**src/hw/rtl/uid_pkg.sv**
```systemverilog
// ----------------------------------------------------------------------------
// uid_pkg
// shared constants, payload types and command/status bundles for the
// deduplicating deque
// ----------------------------------------------------------------------------
package uid_pkg;

	localparam int DEPTH      = 16;
	localparam int DATA_WIDTH = 32;
	localparam int VALUE_W    = 32;
	localparam int INDEX_W    = 4;
	localparam int OP_W       = 2;
	localparam int STATUS_W   = 2;
	localparam int SLOT_W     = (DEPTH > 1) ? $clog2(DEPTH) : 1;
	localparam int CNT_W      = $clog2(DEPTH + 1);
	localparam int RK_W       = 3;

	// operation codes
	localparam logic [OP_W-1:0] OP_PUSH = OP_W'(0);
	localparam logic [OP_W-1:0] OP_PEEK = OP_W'(1);
	localparam logic [OP_W-1:0] OP_POP  = OP_W'(2);

	// status codes
	localparam logic [STATUS_W-1:0] ST_OK   = STATUS_W'(0);
	localparam logic [STATUS_W-1:0] ST_DUP  = STATUS_W'(1);
	localparam logic [STATUS_W-1:0] ST_FULL = STATUS_W'(2);
	localparam logic [STATUS_W-1:0] ST_MISS = STATUS_W'(3);

	// result kinds chosen by the controller
	localparam logic [RK_W-1:0] RK_PUSH = RK_W'(0);
	localparam logic [RK_W-1:0] RK_DUP  = RK_W'(1);
	localparam logic [RK_W-1:0] RK_FULL = RK_W'(2);
	localparam logic [RK_W-1:0] RK_MISS = RK_W'(3);
	localparam logic [RK_W-1:0] RK_PEEK = RK_W'(4);
	localparam logic [RK_W-1:0] RK_POP  = RK_W'(5);

	typedef struct packed {
		logic [OP_W-1:0]           op;
		logic signed [VALUE_W-1:0] value;
		logic [INDEX_W-1:0]        index;
	} req_word_t;

	typedef struct packed {
		logic signed [VALUE_W-1:0] data;
		logic [STATUS_W-1:0]       status;
		logic [CNT_W-1:0]          count;
	} rsp_word_t;

	typedef struct packed {
		logic            load;
		logic            rd_en;
		logic            rd_pop;
		logic            scan_clear;
		logic            scan_step;
		logic            res_load;
		logic [RK_W-1:0] res_kind;
	} uid_cmd_t;

	typedef struct packed {
		logic [OP_W-1:0] op;
		logic            empty;
		logic            full;
		logic            idx_ok;
		logic            hit;
		logic            scan_done;
	} uid_stat_t;

	// circular slot arithmetic, both operands below DEPTH
	function automatic logic [SLOT_W-1:0] slot_add(input logic [SLOT_W-1:0] base,
			input logic [CNT_W-1:0] off);
		logic [CNT_W:0] sum;
		sum = (CNT_W+1)'(base) + (CNT_W+1)'(off);
		if (sum >= (CNT_W+1)'(DEPTH)) begin
			sum = sum - (CNT_W+1)'(DEPTH);
		end
		return SLOT_W'(sum);
	endfunction

endpackage

```
**src/hw/rtl/uid_dpath.sv**
```systemverilog
// ----------------------------------------------------------------------------
// uid_dpath
// entry memory, front/count registers, scan counter, compare and result word
// ----------------------------------------------------------------------------
module uid_dpath import uid_pkg::*; (
	input  logic      clk,
	input  logic      arst_n,
	input  req_word_t req,
	input  uid_cmd_t  cmd,
	output uid_stat_t stat,
	output rsp_word_t rsp
);

	logic [DATA_WIDTH-1:0] mem [DEPTH];
	logic [DATA_WIDTH-1:0] rd_data_q;
	logic [DATA_WIDTH-1:0] word_q;
	logic [OP_W-1:0]       op_q;
	logic [INDEX_W-1:0]    idx_q;
	logic [SLOT_W-1:0]     front_q;
	logic [CNT_W-1:0]      count_q;
	logic [CNT_W-1:0]      scan_q;
	logic                  cmpv_q;
	rsp_word_t             rsp_q;

	logic [SLOT_W-1:0]   front_dec;
	logic [SLOT_W-1:0]   rd_addr;
	logic                scan_rd;
	logic                rd_fire;
	logic                push_commit;
	logic [CNT_W-1:0]    count_nxt;
	logic [VALUE_W-1:0]  data_nxt;
	logic [STATUS_W-1:0] status_nxt;

	assign front_dec   = (front_q == '0) ? SLOT_W'(DEPTH - 1) : front_q - 1'b1;
	assign scan_rd     = cmd.scan_step && (scan_q != count_q);
	assign rd_fire     = cmd.rd_en || scan_rd;
	assign push_commit = cmd.res_load && (cmd.res_kind == RK_PUSH);

	always_comb begin
		if (scan_rd) begin
			rd_addr = slot_add(front_q, scan_q);
		end else if (cmd.rd_pop) begin
			rd_addr = slot_add(front_q, count_q - 1'b1);
		end else begin
			rd_addr = slot_add(front_q, CNT_W'(idx_q));
		end
	end

	// item capture
	always_ff @(posedge clk) begin
		if (cmd.load) begin
			op_q   <= req.op;
			word_q <= DATA_WIDTH'(req.value);
			idx_q  <= req.index;
		end
	end

	always_ff @(posedge clk) begin
		if (push_commit) begin
			mem[front_dec] <= word_q;
		end
	end

	always_ff @(posedge clk) begin
		if (rd_fire) begin
			rd_data_q <= mem[rd_addr];
		end
	end

	always_ff @(posedge clk or negedge arst_n) begin
		if (!arst_n) begin
			scan_q <= '0;
			cmpv_q <= 1'b0;
		end else if (cmd.scan_clear) begin
			scan_q <= '0;
			cmpv_q <= 1'b0;
		end else if (cmd.scan_step) begin
			if (scan_rd) begin
				scan_q <= scan_q + 1'b1;
			end
			cmpv_q <= scan_rd;
		end
	end

	always_comb begin
		unique case (cmd.res_kind)
			RK_PUSH: count_nxt = count_q + 1'b1;
			RK_POP:  count_nxt = count_q - 1'b1;
			default: count_nxt = count_q;
		endcase
	end

	always_comb begin
		unique case (cmd.res_kind)
			RK_PUSH: begin
				data_nxt   = '0;
				status_nxt = ST_OK;
			end
			RK_DUP: begin
				data_nxt   = '0;
				status_nxt = ST_DUP;
			end
			RK_FULL: begin
				data_nxt   = '0;
				status_nxt = ST_FULL;
			end
			RK_PEEK, RK_POP: begin
				data_nxt   = VALUE_W'(rd_data_q);
				status_nxt = ST_OK;
			end
			default: begin
				data_nxt   = '1;
				status_nxt = ST_MISS;
			end
		endcase
	end

	always_ff @(posedge clk or negedge arst_n) begin
		if (!arst_n) begin
			front_q <= '0;
			count_q <= '0;
		end else if (cmd.res_load) begin
			count_q <= count_nxt;
			if (push_commit) begin
				front_q <= front_dec;
			end
		end
	end

	always_ff @(posedge clk) begin
		if (cmd.res_load) begin
			rsp_q.data   <= data_nxt;
			rsp_q.status <= status_nxt;
			rsp_q.count  <= count_nxt;
		end
	end

	assign rsp = rsp_q;

	assign stat.op        = op_q;
	assign stat.empty     = (count_q == '0);
	assign stat.full      = (count_q == CNT_W'(DEPTH));
	assign stat.idx_ok    = int'(idx_q) < int'(count_q);
	assign stat.hit       = cmpv_q && (rd_data_q == word_q);
	assign stat.scan_done = (scan_q == count_q) && !cmpv_q;

	a_count_range: assert property (@(posedge clk) disable iff (!arst_n)
		int'(count_q) <= DEPTH)
		else $error("entry count above depth");

	a_front_range: assert property (@(posedge clk) disable iff (!arst_n)
		int'(front_q) < DEPTH)
		else $error("front slot out of range");

	// the scan counter keeps its last value between pushes, so only check it while scanning
	a_scan_bound: assert property (@(posedge clk) disable iff (!arst_n)
		cmd.scan_step |-> scan_q <= count_q)
		else $error("scan ran past the live entries");

	a_push_grows: assert property (@(posedge clk) disable iff (!arst_n)
		push_commit |=> count_q == $past(count_q) + 1'b1)
		else $error("push commit did not grow the count");

endmodule

```
**src/hw/rtl/uid_ctrl.sv**
```systemverilog
// ----------------------------------------------------------------------------
// uid_ctrl
// sequencer: dispatch by op, duplicate scan, result hand-off
// ----------------------------------------------------------------------------
module uid_ctrl import uid_pkg::*; (
	input  logic      clk,
	input  logic      arst_n,
	input  logic      req_valid,
	output logic      req_ready,
	output logic      rsp_valid,
	input  logic      rsp_ready,
	input  uid_stat_t stat,
	output uid_cmd_t  cmd
);

	localparam logic [1:0] S_IDLE   = 2'd0;
	localparam logic [1:0] S_ISSUE  = 2'd1;
	localparam logic [1:0] S_SCAN   = 2'd2;
	localparam logic [1:0] S_FINISH = 2'd3;

	logic [1:0]      state_q;
	logic [1:0]      state_nxt;
	logic [RK_W-1:0] kind_q;
	logic [RK_W-1:0] kind_nxt;
	logic            out_valid_q;
	logic            out_free;

	assign out_free  = !out_valid_q || rsp_ready;
	assign req_ready = (state_q == S_IDLE);
	assign rsp_valid = out_valid_q;

	always_comb begin
		cmd       = '0;
		state_nxt = state_q;
		kind_nxt  = kind_q;
		cmd.res_kind = kind_q;
		unique case (state_q)
			S_IDLE: begin
				if (req_valid) begin
					cmd.load  = 1'b1;
					state_nxt = S_ISSUE;
				end
			end
			S_ISSUE: begin
				state_nxt = S_FINISH;
				unique case (stat.op)
					OP_PUSH: begin
						if (stat.empty) begin
							kind_nxt = RK_PUSH;
						end else begin
							cmd.scan_clear = 1'b1;
							state_nxt      = S_SCAN;
						end
					end
					OP_PEEK: begin
						if (stat.idx_ok) begin
							cmd.rd_en = 1'b1;
							kind_nxt  = RK_PEEK;
						end else begin
							kind_nxt = RK_MISS;
						end
					end
					OP_POP: begin
						if (!stat.empty) begin
							cmd.rd_en  = 1'b1;
							cmd.rd_pop = 1'b1;
							kind_nxt   = RK_POP;
						end else begin
							kind_nxt = RK_MISS;
						end
					end
					default: kind_nxt = RK_MISS;
				endcase
			end
			S_SCAN: begin
				cmd.scan_step = 1'b1;
				// a match wins over fullness
				if (stat.hit) begin
					kind_nxt  = RK_DUP;
					state_nxt = S_FINISH;
				end else if (stat.scan_done) begin
					kind_nxt  = stat.full ? RK_FULL : RK_PUSH;
					state_nxt = S_FINISH;
				end
			end
			S_FINISH: begin
				if (out_free) begin
					cmd.res_load = 1'b1;
					state_nxt    = S_IDLE;
				end
			end
			default: state_nxt = S_IDLE;
		endcase
	end

	always_ff @(posedge clk or negedge arst_n) begin
		if (!arst_n) begin
			state_q     <= S_IDLE;
			kind_q      <= RK_MISS;
			out_valid_q <= 1'b0;
		end else begin
			state_q <= state_nxt;
			kind_q  <= kind_nxt;
			if (cmd.res_load) begin
				out_valid_q <= 1'b1;
			end else if (rsp_ready) begin
				out_valid_q <= 1'b0;
			end
		end
	end

	a_load_free: assert property (@(posedge clk) disable iff (!arst_n)
		cmd.res_load |-> out_free)
		else $error("result word overwritten before taken");

	a_one_cmd: assert property (@(posedge clk) disable iff (!arst_n)
		$onehot0({cmd.load, cmd.rd_en, cmd.scan_clear, cmd.res_load}))
		else $error("conflicting datapath commands");

endmodule

```
**src/hw/rtl/unique_insert_deque.sv**
```systemverilog
// ----------------------------------------------------------------------------
// unique_insert_deque
// bounded deque of signed words that refuses duplicates on push-front
// ----------------------------------------------------------------------------
//  channel  handshake              word        fields
//  req      req_valid/req_ready    req_word_t  op, value, index
//  rsp      rsp_valid/rsp_ready    rsp_word_t  data, status, count
//
//  peek, pop and a push into an empty deque pass the issue and finish states;
//  any other push also scans, one memory read per stored entry
//  one word in flight; req_ready returns the cycle after its result is loaded
//  a stalled rsp holds the result register and the sequencer waits behind it
//  reset clears front pointer and count; entry contents are never cleared
// ----------------------------------------------------------------------------
module unique_insert_deque import uid_pkg::*; (
	input  logic      clk,
	input  logic      arst_n,
	input  logic      req_valid,
	output logic      req_ready,
	input  req_word_t req,
	output logic      rsp_valid,
	input  logic      rsp_ready,
	output rsp_word_t rsp
);

	uid_cmd_t  cmd;
	uid_stat_t stat;

	uid_ctrl u_ctrl (
		.clk       (clk),
		.arst_n    (arst_n),
		.req_valid (req_valid),
		.req_ready (req_ready),
		.rsp_valid (rsp_valid),
		.rsp_ready (rsp_ready),
		.stat      (stat),
		.cmd       (cmd)
	);

	uid_dpath u_dpath (
		.clk    (clk),
		.arst_n (arst_n),
		.req    (req),
		.cmd    (cmd),
		.stat   (stat),
		.rsp    (rsp)
	);

endmodule
```
**config.mk**
```make
export PLATFORM = sky130hd
export DESIGN_NAME = unique_insert_deque
export DESIGN_NICKNAME = d
export VERILOG_FILES = /design/src/hw/rtl/uid_pkg.sv /design/src/hw/rtl/uid_dpath.sv /design/src/hw/rtl/uid_ctrl.sv /design/src/hw/rtl/unique_insert_deque.sv
export SDC_FILE = /design/constraint.sdc
export NUM_CORES = 1
export LEC_CHECK = 0
export ABC_AREA = 1
export BUFFER_PORTS_ARGS = -buffer_cell sky130_fd_sc_hd__buf_2
export CAP_MARGIN = 20
export CORE_ASPECT_RATIO = 1.75
export CORE_MARGIN = 1
export CORE_UTILIZATION = 62
export CTS_CLUSTER_SIZE = 24
export DETAILED_ROUTE_END_ITERATION = 10
export PLACE_DENSITY = 0.79
export SYNTH_ARGS = -nofsm -noshare
export SYNTH_HDL_FRONTEND = slang
export SYNTH_SLANG_ARGS = --single-unit
export TNS_END_PERCENT = 1
```
**constraint.sdc**
```tcl
create_clock -name clk -period 7.53 [get_ports clk]
set_input_delay 0.3765 -clock clk [delete_from_list [all_inputs] [get_ports clk]]
set_output_delay 0.3765 -clock clk [all_outputs]
set_load 0.02 [all_outputs]
```
==> flow_metrics.tcl, run 1 <==
set metrics [dict create \
    status "finished clean" \
    rows 100 \
    slew_viol_final 0 \
    hold_viol_final 0 \
    synth.distinct_cells 42 \
    startpoint "u_dpath.count_q[0]$_DFFE_PN0P_" \
    critPathBufInv 5 \
    drtAntennaViolNets 0 \
    port_buffers 82 \
    max_freq_ghz 0.2054 \
    max_stage_delay_ps 790 \
    start_util 0.6294 \
    vias_per_cell 6.026 \
    cp-start-kind "flip-flop" \
    async_flop_share 0.03271 \
    synth_top_area_share 0.6965 \
    min_from "req[29]" \
    layout-drive-gt1-share 0.1002 \
    insertion_delay_ps 590 \
    die_h_um 276.9 \
    grt_overflow_total 0 \
    ctsResizeCount 0 \
    rsz0062_at_grt "no" \
    setup_viol 0 \
    r2r_setup_slack_ps 2660 \
    hold_end "u_dpath.word_q[25]$_DFFE_PP_" \
    crit_cells 20 \
    worst_path_max_delay_cell "fa_4" \
    yosysWarnings 0 \
    crit_path_end_kind "flip-flop" \
    worst_ep_required_time_ps 7880 \
    route.vias.total 17820 \
    gp_congestion 0.8126 \
    finalCritPeriodShare 0.6467 \
    worst_path_most_repeated_cell "nand2_1" \
    synth_area_sq_um 26770 \
    min_period_ps 4869 \
    cts_tree "yes" \
    clock-sinks 642 \
    yosys-top-cells-count "edfxtp_1, nor2_1, nand2_1" \
    maxCapViolations 0 \
    cp_data_arrival_time_ps 5220 \
    wirelength_mm 65.13 \
    cts.clk_slew.worst_paths_ps 70 \
    crit_type "reg -> reg" \
    reg2reg_depth 20 \
    crit_chain "inv_2, ha_1, nor3b_4, nand2_2, nand3_4, nand2_1, o21ai_0, o21ai_0, inv_1, ha_4, inv_1, fa_4, inv_4, buf_12, nor2_1, o21a_1, a211oi_1, a31oi_1, nand2_1, nand2_1" \
    areaGrowthSynthToFinish_pct 12.44 \
    drt_iter0_drc 2078 \
    whs_ps 20.77 \
    path_max_fanout 107 \
    hpwl_mm 34.10 \
    grt_pass1_vias 17930 \
    hp-class "in -> reg" \
    yosys_most_used_dff "edfxtp_1" \
    synth_cells 2263 \
    nNetsFinal 2416 \
    synth_edf_count 621 \
    io_pins 83 \
    first_pass_iters 5 \
    numCtsBuffers 54 \
    grt_pass1_wl_mm 98.25 \
    cts_buffer_depth 3 \
    tightest_slew_ps 1165 \
    fin_worst_skew_ps 10.46 \
    grt_start_max_net_pins 227 \
    ys_seq_elements 642 \
    fin_tns_setup_ps 0 \
    routedWlPerCell_um 22.02 \
    fp.coreArea_sq_um 42540 \
    n_antenna_cell 0 \
    syn_nets 2329 \
    avgSynthCellArea_sq_um 11.83 \
    die_w_um 159.1 \
    cts-root-buf "clkbuf_16" \
    synth.largest_area_cell "edfxtp_1" \
    htree_levels 2 \
    path_delay_family "buffers and inverters" \
    synthTopCellsByArea "edfxtp_1, nor2_1, nand2_1, o21ai_0, dfrtp_1" \
    dieArea_sq_um 44050 \
    ys_seq_area_frac 0.7162 \
    crit-reg2reg-launch "u_dpath.count_q[0]$_DFFE_PN0P_" \
    antenna_found_initial 1 \
    grt.total_usage 0.2962 \
    drc 0 \
    max_slew_margin 0.2209 \
    worst_hold_path.num_cells 1 \
    r2r-end "u_dpath.rd_data_q[4]$_DFFE_PP_" \
    yosysMostFrequentCell "edfxtp_1" \
]
==> placed cells by master (no fill, tap or decap), drive strengths merged <==
master | Yosys | layout
a211oi | 33 | 33
a21boi | 2 | 2
a21oi | 8 | 8
a311oi | 1 | 1
a31oi | 64 | 64
and3b | 32 | 32
buf | 69 | 110
bufinv | 0 | 13
clkbuf | 48 | 57
clkinv | 0 | 22
clkinvlp | 0 | 8
dfrtp | 19 | 19
dfstp | 2 | 2
dlygate4sd3 | 0 | 38
edfxtp | 621 | 621
fa | 1 | 1
ha | 23 | 23
inv | 104 | 106
mux2i | 1 | 1
nand2 | 352 | 352
nand3 | 56 | 56
nand3b | 4 | 4
nand4 | 1 | 1
nor2 | 510 | 510
nor3 | 3 | 3
nor3b | 2 | 2
o211ai | 2 | 2
o21a | 32 | 32
o21ai | 246 | 246
o221ai | 2 | 2
o22ai | 3 | 3
o31ai | 1 | 1
or2 | 3 | 3
xnor2 | 8 | 8
xor2 | 10 | 10
==> cells by family (layout without fill, tap and decap cells) <==
kind of cell	count (synthesis)	count (layout)	share of synthesized area
buf+inv	221	354	0.03491
compound gates	394	394	0.08388
xor+xnor	18	18	0.005888
mux	1	1	0.0003739
simple gates	963	963	0.1473
fa+ha+maj	24	24	0.01150
flops	642	642	0.7162
==> timing repair <==
action                    CTS  global route
hold buffers               38             0
setup buffers               0             0
hold endpoints to repair   56             0
==> sequential cells by signal, summed over array words and instances, names as in the netlist, 2 cells and up <==
register and flops:
u_ctrl.kind_q 3, u_ctrl.state_q 2, u_dpath.count_q 5, u_dpath.front_q 4, u_dpath.idx_q 4, u_dpath.mem 512
u_dpath.op_q 2, u_dpath.rd_data_q 32, u_dpath.rsp 39, u_dpath.scan_q 5, u_dpath.word_q 32
==> routing by layer <==
layer,share of wire,GRT usage,vias up
met5,0.00012,0,-
met2,0.51,0.5125,993
met4,0.056,0.1750,2
met1,0.35,0.3507,8522
met3,0.087,0.04508,234
li1,-,-,8069
==> worst max-delay path by stage <==
stage / to
2_1_floorplan: u_dpath.rd_data_q[20]$_DFFE_PP_
3_3_place_gp: u_dpath.rd_data_q[6]$_DFFE_PP_
3_5_place_dp: u_dpath.rd_data_q[4]$_DFFE_PP_
4_1_cts: u_dpath.rd_data_q[1]$_DFFE_PP_
5_1_grt: u_dpath.rd_data_q[4]$_DFFE_PP_
6_report: u_dpath.rd_data_q[4]$_DFFE_PP_
==> cell type report <==
type	count	area [sq um]
timing repair buffer	148	1051
fill	2774	12440
sequential	642	19180
clock buffer	57	1363
inverter	104	397.9
clock inverter	45	586.8
multi-input combinational	1400	6829
tap	561	701.9
==> per-stage QoR <==
step | instances | cell area, sq um | setup slack, ps | util
finish | 2957 | 30110 | 2661 | 0.7077
global route | 2957 | 30110 | 2339 | 0.7077
CTS | 2956 | 30090 | 2729 | 0.7072
detailed placement | 2816 | 27760 | 2775 | 0.6524
global placement | 2816 | 27760 | 2915 | 0.6524
floorplan | 2263 | 26770 | 4066 | -
Power of run 1 is not shown: default switching activity piles up to over one toggle a cycle in this logic, so the estimate is an artifact.
==> inputs of run 2 (changes only) <==
- CORE_UTILIZATION: 62 -> 56
- PLACE_DENSITY: 0.79 -> 0.76
- clock period: 7.53 -> 3.9 ns (I/O delays scaled with it)
==> flow_metrics.tcl, run 2 (synthesis results as in run 1) <==
set metrics [dict create \
    fin_util 0.6567 \
    max_slew_margin 0.3413 \
    insertion_delay_ps 620 \
    grt_pass1_wl_mm 102.1 \
    path_delay_family "adder cells" \
    max_freq_ghz 0.2650 \
    drc 0 \
    die_h_um 291.3 \
    htree_levels 2 \
    numCtsBuffers 55 \
    reg2reg_depth 20 \
    n_antenna_cell 0 \
    wirelength_mm 68.89 \
    worst_path_max_delay_cell "fa_4" \
    final_cell_mix "edfxtp_1, nor2_1, nand2_1" \
    grt_overflow_total 0 \
    cp-start-kind "flip-flop" \
    largest_reg_flops 512 \
    rows 105 \
    vias_per_cell 5.984 \
    routedWlPerCell_um 22.59 \
    port_buffers 82 \
    final_common_cell "edfxtp_1" \
    status "finished clean" \
    slew_viol_final 0 \
    cts-root-buf "clkbuf_16" \
    layout-drive-gt1-share 0.1219 \
    drtAntennaViolNets 0 \
    setup_viol 0 \
    crit_chain "inv_2, ha_1, nor3b_4, nand2_2, nand3_4, nand2_1, o21ai_0, o21ai_1, inv_1, ha_4, inv_1, fa_4, buf_4, buf_6, nor2_1, o21ai_0, and3b_1, a31oi_1, nand3_1, nand2_1" \
    crit_path_end_kind "flip-flop" \
    cts.clk_slew.worst_paths_ps 70 \
    max_stage_delay_ps 880 \
    start_util 0.5693 \
    io_pins 83 \
    crit_cells 20 \
    worst_ep_required_time_ps 4250 \
    cts_buffer_depth 3 \
    die_w_um 167.3 \
    hold_viol_final 0 \
    cts_tree "yes" \
    hpwl_mm 38.64 \
    grt_start_max_net_pins 84 \
    finalCritPeriodShare 0.9675 \
    fin_worst_skew_ps 27.64 \
    tightest_slew_ps 984.3 \
    hp-class "in -> async" \
    grt_pass1_vias 18050 \
    grt.total_usage 0.2799 \
    antenna_found_initial 0 \
    route.vias.total 18250 \
    clock-sinks 642 \
    min_period_ps 3773 \
    largest_register "u_dpath.mem" \
    path_max_fanout 14 \
    drt_iter0_drc 2188 \
    gp_congestion 0.8983 \
    nNetsFinal 2482 \
    fp.coreArea_sq_um 47030 \
    maxCapViolations 0 \
    cp_data_arrival_time_ps 4120 \
    areaGrowthSynthToFinish_pct 15.36 \
    first_pass_iters 6 \
    crit_type "reg -> reg" \
    critPathBufInv 5 \
    dieArea_sq_um 48720 \
]
==> run 2: cell count changes in the layout (fill, tap and decap cells not counted), moves of 4 or more <==
cell,delta
clkinv_2,+4
clkbuf_1,+5
bufinv_16,-4
buf_4,+37
buf_12,+19
clkinvlp_4,-5
==> run 2: layout make-up <==
class,instances,area (sq um)
fillers,3269,16150
clock inverters,40,452.9
multi-input cells,1400,6844
repair buffers,213,1868
clock buffers,63,1406
flip-flops and latches,642,19180
well taps,588,735.7
inverters,104,402.9
==> run 2: per-layer routing <==
metal	up-vias	wire (um)	GRT usage
li1	8200	-	-
met1	8751	23700	0.3375
met2	1066	34430	0.4773
met3	234	6301	0.03521
met4	0	4467	0.1750
met5	-	0	0
==> run 2: worst paths after layout <==
check / from / end / slack [ps]
hold reg to reg: u_ctrl.kind_q[0]$_DFFE_PN1P_ / u_ctrl.kind_q[0]$_DFFE_PN1P_ / 560
setup reg to reg: u_dpath.count_q[1]$_DFFE_PN0P_ / u_dpath.rd_data_q[31]$_DFFE_PP_ / 130
setup / recovery: u_dpath.count_q[1]$_DFFE_PN0P_ / u_dpath.rd_data_q[31]$_DFFE_PP_ / 130
min in group clk: req_valid / u_ctrl.state_q[1]$_DFFE_PN0P_ / 100
hold / removal: arst_n / u_ctrl.state_q[1]$_DFFE_PN0P_ / 100
max in group asynchronous: arst_n / u_dpath.count_q[0]$_DFFE_PN0P_ / 3430
==> run 2: stage by stage <==
stage	worst slack [ps]	cell area (sq um)	hold WS, ps	cells	TNS, ps
floorplan	436.0	26770	-100.6	2263	0
global placement	125.9	28440	181.0	2894	0
detailed placement	79.18	28440	187.1	2894	0
CTS	19.36	30700	80.68	3037	0
global route	-21.57	30890	131.9	3050	-77.22
finish	126.8	30890	95.69	3050	0
==> run 2: repair_timing <==
| action | in CTS | in global routing |
|---|---|---|
| resized for setup | 0 | 14 |
| hold buffers | 40 | 0 |
| setup buffers | 0 | 10 |
| hold endpoints to repair | 60 | 0 |
| endpoints found under the setup margin | 0 | 31 |
Power of run 2 is left out for the same reason.
